==> config.mk <==
export PLATFORM = sky130hd
export DESIGN_NAME = signed_dec_hex_field_parser
export DESIGN_NICKNAME = d
export VERILOG_FILES = /design/src/hdl/sdhfp_pkg.sv /design/src/hdl/signed_dec_hex_field_parser.sv
export SDC_FILE = /design/constraint.sdc
export NUM_CORES = 1
export LEC_CHECK = 0
export BUFFER_PORTS_ARGS = -buffer_cell sky130_fd_sc_hd__buf_2
export CAP_MARGIN = 20
export CORE_MARGIN = 1.5
export CORE_UTILIZATION = 30
export DETAILED_ROUTE_END_ITERATION = 8
export PLACE_DENSITY = 0.43
export SYNTH_ARGS = -nofsm -noshare
export SYNTH_HDL_FRONTEND = slang
export SYNTH_SLANG_ARGS = --single-unit
==> constraint.sdc <==
create_clock -name clk_i -period 10.7 [get_ports clk_i]
set_input_delay 0.535 -clock clk_i [delete_from_list [all_inputs] [get_ports clk_i]]
set_output_delay 0.535 -clock clk_i [all_outputs]
set_load 0.03 [all_outputs]
==> src/hdl/sdhfp_pkg.sv <==
// Shared constants for the signed decimal and hex field parser.
package sdhfp_pkg;

  localparam int unsigned ValueBits  = 32;
  localparam int unsigned StatusBits = 2;

  localparam logic [StatusBits-1:0] StatusOk    = 2'd0;
  localparam logic [StatusBits-1:0] StatusBad   = 2'd1;
  localparam logic [StatusBits-1:0] StatusEmpty = 2'd2;

  localparam logic [7:0] CharNul    = 8'h00;
  localparam logic [7:0] CharTab    = 8'h09;
  localparam logic [7:0] CharCr     = 8'h0D;
  localparam logic [7:0] CharSpace  = 8'h20;
  localparam logic [7:0] CharComma  = 8'h2C;
  localparam logic [7:0] CharMinus  = 8'h2D;
  localparam logic [7:0] CharZero   = 8'h30;
  localparam logic [7:0] CharNine   = 8'h39;
  localparam logic [7:0] CharUpperA = 8'h41;
  localparam logic [7:0] CharUpperF = 8'h46;
  localparam logic [7:0] CharUpperX = 8'h58;
  localparam logic [7:0] CharLowerA = 8'h61;
  localparam logic [7:0] CharLowerX = 8'h78;
  localparam logic [7:0] CharLowerZ = 8'h7A;
  localparam logic [7:0] CaseOffset = 8'h20;

endpackage

==> src/hdl/signed_dec_hex_field_parser.sv <==
// Streaming parser for comma-separated signed decimal and hexadecimal fields.
// The block takes one character item per cycle unless in_stall_o is high, and gives at most
// one result item per character. A character passes through the input register and then
// the result register. The parse state advances by a single multiply-by-ten or
// shift-by-four and add between those two registers, so characters may follow
// one another without gaps. A field closes on a comma, on a zero byte or on a bad
// character; after a bad character all items up to and including the next zero byte are
// dropped. The accumulator is VALUE_WIDTH bits wide and wraps; the value output carries
// the low 32 bits of the signed value.
module signed_dec_hex_field_parser #(
  parameter int unsigned VALUE_WIDTH = 32
) (
  input  logic               clk_i,
  input  logic               rst_ni,
  input  logic               in_valid_i,
  output logic               in_stall_o,
  input  logic [7:0]         char_byte_i,
  output logic               out_valid_o,
  input  logic               out_stall_i,
  output logic signed [31:0] value_o,
  output logic [1:0]         status_o,
  output logic               end_of_string_o
);
  import sdhfp_pkg::*;

  typedef enum logic [2:0] {
    PhStringStart,
    PhLeadSpace,
    PhAfterComma,
    PhAfterSign,
    PhFirstZero,
    PhDigits,
    PhTrailSpace,
    PhSkip
  } phase_e;

  phase_e                  phase_q, phase_d;
  logic                    negative_q, negative_d;
  logic                    hex_mode_q, hex_mode_d;
  logic [VALUE_WIDTH-1:0]  acc_q, acc_d;

  logic                    in_valid_q;
  logic [7:0]              char_q;

  logic                    out_valid_q;
  logic [ValueBits-1:0]    value_q;
  logic [StatusBits-1:0]   status_q;
  logic                    eos_q;

  logic                    is_space;
  logic                    is_dec;
  logic                    is_hex_letter;
  logic [7:0]              upper_char;
  logic                    digit_ok;
  logic [3:0]              digit_val;
  logic [VALUE_WIDTH-1:0]  acc_next;
  logic [VALUE_WIDTH-1:0]  signed_val;

  logic                    emit;
  logic                    go_digits;
  logic                    use_signed;
  logic [StatusBits-1:0]   res_status;
  logic                    res_eos;
  logic [VALUE_WIDTH-1:0]  res_val;

  logic                    out_free;
  logic                    advance;

  always_comb begin
    is_space      = (char_q == CharSpace) || (char_q inside {[CharTab:CharCr]});
    is_dec        = char_q inside {[CharZero:CharNine]};
    upper_char    = (char_q inside {[CharLowerA:CharLowerZ]}) ? char_q - CaseOffset : char_q;
    is_hex_letter = hex_mode_q && (upper_char inside {[CharUpperA:CharUpperF]});
    digit_ok      = is_dec || is_hex_letter;
    digit_val     = is_dec ? char_q[3:0] : 4'(upper_char - CharUpperA + 8'd10);
    if (hex_mode_q) begin
      acc_next = {acc_q[VALUE_WIDTH-5:0], digit_val};
    end else begin
      acc_next = (acc_q << 3) + (acc_q << 1) + VALUE_WIDTH'(digit_val);
    end
    signed_val = negative_q ? (~acc_q + VALUE_WIDTH'(1)) : acc_q;
  end

  always_comb begin
    phase_d    = phase_q;
    negative_d = negative_q;
    hex_mode_d = hex_mode_q;
    acc_d      = acc_q;
    emit       = 1'b0;
    go_digits  = 1'b0;
    use_signed = 1'b0;
    res_status = StatusOk;
    res_eos    = 1'b0;

    case (phase_q)
      PhStringStart, PhLeadSpace, PhAfterComma: begin
        if (char_q == CharNul) begin
          emit       = 1'b1;
          res_status = (phase_q == PhLeadSpace) ? StatusBad : StatusEmpty;
          res_eos    = 1'b1;
          phase_d    = PhStringStart;
        end else if (is_space) begin
          if (phase_q != PhAfterComma) begin
            phase_d = PhLeadSpace;
          end
        end else if (char_q == CharMinus) begin
          negative_d = 1'b1;
          phase_d    = PhAfterSign;
        end else if (char_q == CharZero) begin
          phase_d = PhFirstZero;
        end else begin
          go_digits = 1'b1;
        end
      end
      PhAfterSign: begin
        if (char_q == CharNul) begin
          emit       = 1'b1;
          res_status = StatusBad;
          res_eos    = 1'b1;
          phase_d    = PhStringStart;
        end else if (char_q == CharZero) begin
          phase_d = PhFirstZero;
        end else begin
          go_digits = 1'b1;
        end
      end
      PhFirstZero: begin
        if (char_q == CharLowerX || char_q == CharUpperX) begin
          hex_mode_d = 1'b1;
          phase_d    = PhDigits;
        end else begin
          go_digits = 1'b1;
        end
      end
      PhDigits: begin
        go_digits = 1'b1;
      end
      PhTrailSpace: begin
        go_digits = 1'b0;
      end
      default: begin
        if (char_q == CharNul) begin
          phase_d = PhStringStart;
        end
      end
    endcase

    // Digits extend the number; anything else is handled as the end of the number.
    if ((go_digits && !digit_ok) || phase_q == PhTrailSpace) begin
      if (is_space) begin
        phase_d = PhTrailSpace;
      end else if (char_q == CharComma) begin
        emit       = 1'b1;
        use_signed = 1'b1;
        res_status = StatusOk;
        res_eos    = 1'b0;
        phase_d    = PhAfterComma;
      end else if (char_q == CharNul) begin
        emit       = 1'b1;
        use_signed = 1'b1;
        res_status = StatusOk;
        res_eos    = 1'b1;
        phase_d    = PhStringStart;
      end else begin
        emit       = 1'b1;
        use_signed = 1'b1;
        res_status = StatusBad;
        res_eos    = 1'b1;
        phase_d    = PhSkip;
      end
    end else if (go_digits) begin
      phase_d = PhDigits;
      acc_d   = acc_next;
    end

    res_val = use_signed ? signed_val : '0;

    if (emit) begin
      negative_d = 1'b0;
      hex_mode_d = 1'b0;
      acc_d      = '0;
    end
  end

  assign out_free   = !out_valid_q || !out_stall_i;
  assign advance    = in_valid_q && (!emit || out_free);
  assign in_stall_o = in_valid_q && !advance;

  always_ff @(posedge clk_i or negedge rst_ni) begin
    if (!rst_ni) begin
      in_valid_q  <= 1'b0;
      out_valid_q <= 1'b0;
      phase_q     <= PhStringStart;
      negative_q  <= 1'b0;
      hex_mode_q  <= 1'b0;
      acc_q       <= '0;
    end else begin
      if (!in_stall_o) begin
        in_valid_q <= in_valid_i;
      end
      if (out_free) begin
        out_valid_q <= advance && emit;
      end
      if (advance) begin
        phase_q    <= phase_d;
        negative_q <= negative_d;
        hex_mode_q <= hex_mode_d;
        acc_q      <= acc_d;
      end
    end
  end

  always_ff @(posedge clk_i) begin
    if (!in_stall_o) begin
      char_q <= char_byte_i;
    end
    if (advance && emit) begin
      value_q  <= ValueBits'(res_val);
      status_q <= res_status;
      eos_q    <= res_eos;
    end
  end

  assign out_valid_o     = out_valid_q;
  assign value_o         = signed'(value_q);
  assign status_o        = status_q;
  assign end_of_string_o = eos_q;

endmodule
==> reports/qor.log <==
qor: setup_path.worstSetupEndpointType register
qor: grt.globalRouteMet1Util 0.250
qor: sta.timing.final.setup_violations 0
qor: pwr.irDropWorstVdd 0.0718 mV
qor: setup_path.worst_stage_delay_on_the_critical_path 0.51 ns
qor: run_status.run_status complete, no violations
qor: finish.post_route_cells_drive_above_1_share 0.139
qor: setup_path.cp_startpoint_kind register
qor: setup_path.worst_ep_required_time 10.99 ns
qor: routing.detail_route.wirelength 16300 µm
qor: yosys.synth_enable_flop_cells 43
qor: sta.rsz_0062_raised_after_global_routing no
qor: grt.gr-usage-met3 0.0233
qor: pwr.clockPowerShare 0.260
qor: yosys.synth.yosys.warnings 0
qor: pwr.intPower 0.789 mW
qor: die.core_area 20300 µm²
qor: yosys.synth_nets 743
qor: yosys.synth_top_area_frac 0.207
qor: finish.instances_no_fill 977
qor: die.io-pin-count 49
qor: yosys.synth.ff_latch_count 82
qor: setup_path.biggest_fanout_along_the_worst_timing_path 7
qor: routing.drtAntennaViolNets 0
qor: yosys.synth.top_cells.by_area sky130_fd_sc_hd__edfxtp_1 (21%), sky130_fd_sc_hd__dfrtp_1 (16%), sky130_fd_sc_hd__ha_1 (13%)
qor: yosys.syn_avg_cell_area 9.36 µm²
qor: die.fp.dieH 147 µm
qor: setup_path.worst_r2r_path_depth 17
qor: routing.drt-vias-per-instance 5.18
qor: pwr.p_switching 0.544 mW
qor: grt.via_count_of_the_first_global_routing_pass 4895
qor: yosys.synth_ff_type sky130_fd_sc_hd__edfxtp_1
qor: cts.cts_hold_buffers 0
qor: place.place_hpwl 12000 µm
qor: grt.grt_usage 0.156
qor: routing.first_iter_violations 276
qor: grt.grt_antenna_before_repair 0
qor: setup_path.cp.arrival 4.86 ns
qor: die.row_count 52
qor: sta.hold_viol 0
qor: finish.syn2layout_area_growth 13.8%
qor: pwr.power.density 188 nW/µm²
qor: min_path.hold_path_class input pin to asynchronous set/reset pin
qor: grt.met2_usage 0.215
qor: cts.inserted_clock_buffers 9
qor: sta.fin_setup_tns 0 ns
qor: cts.insertion_delay 0.35 ns
qor: yosys.synth_seq_area_share 0.364
qor: die.die_w 147 µm
qor: sta.max_freq 219 MHz
qor: yosys.cell_variety_after_synth 82
qor: cts.worst_setup_hold_path_clk_slew 0.07 ns
qor: sta.final.setup_skew 0.0121 ns
qor: setup_path.criticalPathCategory register to register
qor: pwr.seq_power_share 0.353
qor: die.floorplan.die_area 21600 µm²
qor: pwr.netSwitchingFraction 0.408
qor: cts.post_cts_resized 0
qor: routing.detail_route.wl_per_cell 16.7 µm
qor: yosys.syn-instance-count 666
qor: place.gp_congestion 0.851
qor: sta.worst_slew_margin_rel 0.398
qor: cts.cts_tree built
qor: grt.grt_pass1_wl 26800 µm
qor: yosys.synthDominantAreaCellType sky130_fd_sc_hd__edfxtp_1
qor: grt.grt_busiest_layer met1
qor: die.initial_core_util 0.307
qor: finish.nNetsFinal 779
qor: yosys.synth_most_common_cell sky130_fd_sc_hd__nand2_1
qor: cts.cts_setup_buffers 0
qor: routing.drc 0
qor: sta.max_slew.worst_pin.slew 0.902 ns
qor: place.place.port_buffers 48
qor: cts.root_buffer_cell sky130_fd_sc_hd__clkbuf_16
qor: routing.vias 5059
qor: grt.grt-ovfl-total 0
qor: sta.final_max_slew_viol_count 0
qor: setup_path.worst_r2r_startpoint char_q[0]
qor: cts.sink_count 82
qor: run.drv_cap 0
qor: yosys.async_flop_share 0.476
qor: setup_path.worstReg2RegEnd acc_q[22]
qor: pwr.p_leak 3.21 nW
qor: setup_path.critPathSlowestCell sky130_fd_sc_hd__fa_1
qor: setup_path.worstPathCellList inv_1 -> ha_1 -> o21bai_1 -> a21boi_1 -> a31oi_1 -> xnor2_1 -> fa_1 -> inv_1 -> fa_1 -> a21o_1 -> a21o_1 -> a31o_2 -> o21ai_0 -> a211oi_1 -> a21oi_1 -> mux2_2 -> nand2_1
qor: finish.antenna_cells 0
qor: sta.timing.final.crit_period 4.57 ns
qor: cts.cts.path.max_buffers 2
qor: setup_path.worst-r2r-setup-slack 6.13 ns
qor: cts.cts-htree-levels 3
qor: place.placed_cells 959
qor: routing.length_of_the_first_detailed_routing_pass_in_iterations 4
qor: grt.pin_count_of_the_biggest_net_entering_global_routing 40
qor: yosys.post_synth_instance_area 6230 µm²
qor: yosys.synth.top_cells.by_count sky130_fd_sc_hd__nand2_1 (64), sky130_fd_sc_hd__ha_1 (63), sky130_fd_sc_hd__nor2_1 (60)
qor: pwr.power_frac_comb 0.387
qor: sta.fin_crit_sh 0.427
[cell type report]
cell class / instances / area (µm²)
clock buffer: 10 / 229
multi-input combinational: 537 / 3780
clock inverter: 6 / 88.8
tap: 270 / 338
timing repair buffer: 54 / 318
fill: 2101 / 13200
sequential: 82 / 2270
inverter: 18 / 67.6
[worst max-delay path by stage]
stage / start / to / slack, ns / cells past startpoint
2_1_floorplan: char_q[0] / acc_q[31] / 6.63 / 17
3_3_place_gp: char_q[0] / acc_q[31] / 6.33 / 17
3_5_place_dp: char_q[0] / acc_q[22] / 6.16 / 17
4_1_cts: char_q[0] / acc_q[31] / 6.15 / 17
5_1_grt: char_q[0] / acc_q[31] / 5.88 / 17
6_report: char_q[0] / acc_q[22] / 6.13 / 17
[critical path, delay by kind of cell, from the launching register on]
kind            cells  cell delay, ns
xor+xnor            1            0.19
buf+inv             2            0.19
flops               1            0.45
mux                 1            0.35
fa+ha+maj           3            1.24
simple gates        1            0.06
compound gates      9            1.99
[cell families (layout without fill, tap and decap cells)]
kind of cell,count (synthesis),in the layout,share of synthesized area
xor+xnor,55,55,0.0773
mux,13,13,0.0219
compound gates,186,186,0.198
fa+ha+maj,65,65,0.133
simple gates,218,218,0.177
buf+inv,47,88,0.0291
flops,82,82,0.364
[routing by layer]
metal / up-vias / wire length, µm
met5: - / 0
met4: 0 / 154
met3: 8 / 546
met2: 91 / 6500
met1: 2405 / 9130
li1: 2555 / -
[power by group through the flow]
stage / clock [mW] / sequential (mW) / combinational (mW)
after floorplan: 0 / 0.557 / 0.277
after global placement: 0 / 0.475 / 0.504
after detailed placement: 0 / 0.477 / 0.502
after CTS: 0.353 / 0.471 / 0.504
after global routing: 0.367 / 0.480 / 0.570
final: 0.347 / 0.470 / 0.516
[flip-flops by register name (all words and copies together), names as in the netlist]
register and cells:
acc_q 32, out_valid_o 1, in_valid_q 1, hex_mode_q 1, end_of_string_o 1, value_o 32
negative_q 1, phase_q 3, char_q 8, status_o 2
[stage by stage]
step / worst slack (ns) / util / power (mW) / hold slack, ns / cell area (µm²)
after CTS: 6.15 / 0.347 / 1.33 / 0.349 / 7040
after global routing: 5.88 / 0.349 / 1.42 / 0.155 / 7090
after detailed placement: 6.16 / 0.331 / 0.979 / 0.555 / 6730
after floorplan: 6.63 / - / 0.834 / 0.239 / 6230
final: 6.13 / 0.349 / 1.33 / 0.133 / 7090
after global placement: 6.33 / 0.331 / 0.979 / 0.558 / 6730
[cells in the final DEF, fill, tap and decap left out, types with 15 or more instances in the layout]
master | netlist | routed
sky130_fd_sc_hd__buf_2 | 4 | 48
sky130_fd_sc_hd__inv_1 | 17 | 17
sky130_fd_sc_hd__xor2_1 | 36 | 36
sky130_fd_sc_hd__nor2_1 | 60 | 60
sky130_fd_sc_hd__dfrtp_1 | 39 | 39
sky130_fd_sc_hd__xnor2_1 | 19 | 19
sky130_fd_sc_hd__a31oi_1 | 15 | 15
sky130_fd_sc_hd__o21ai_0 | 51 | 51
sky130_fd_sc_hd__a21oi_1 | 30 | 30
sky130_fd_sc_hd__ha_1 | 63 | 63
sky130_fd_sc_hd__nand3_1 | 21 | 21
sky130_fd_sc_hd__nand2_1 | 64 | 64
sky130_fd_sc_hd__edfxtp_1 | 43 | 43
Power figures use the tool's default switching activity.
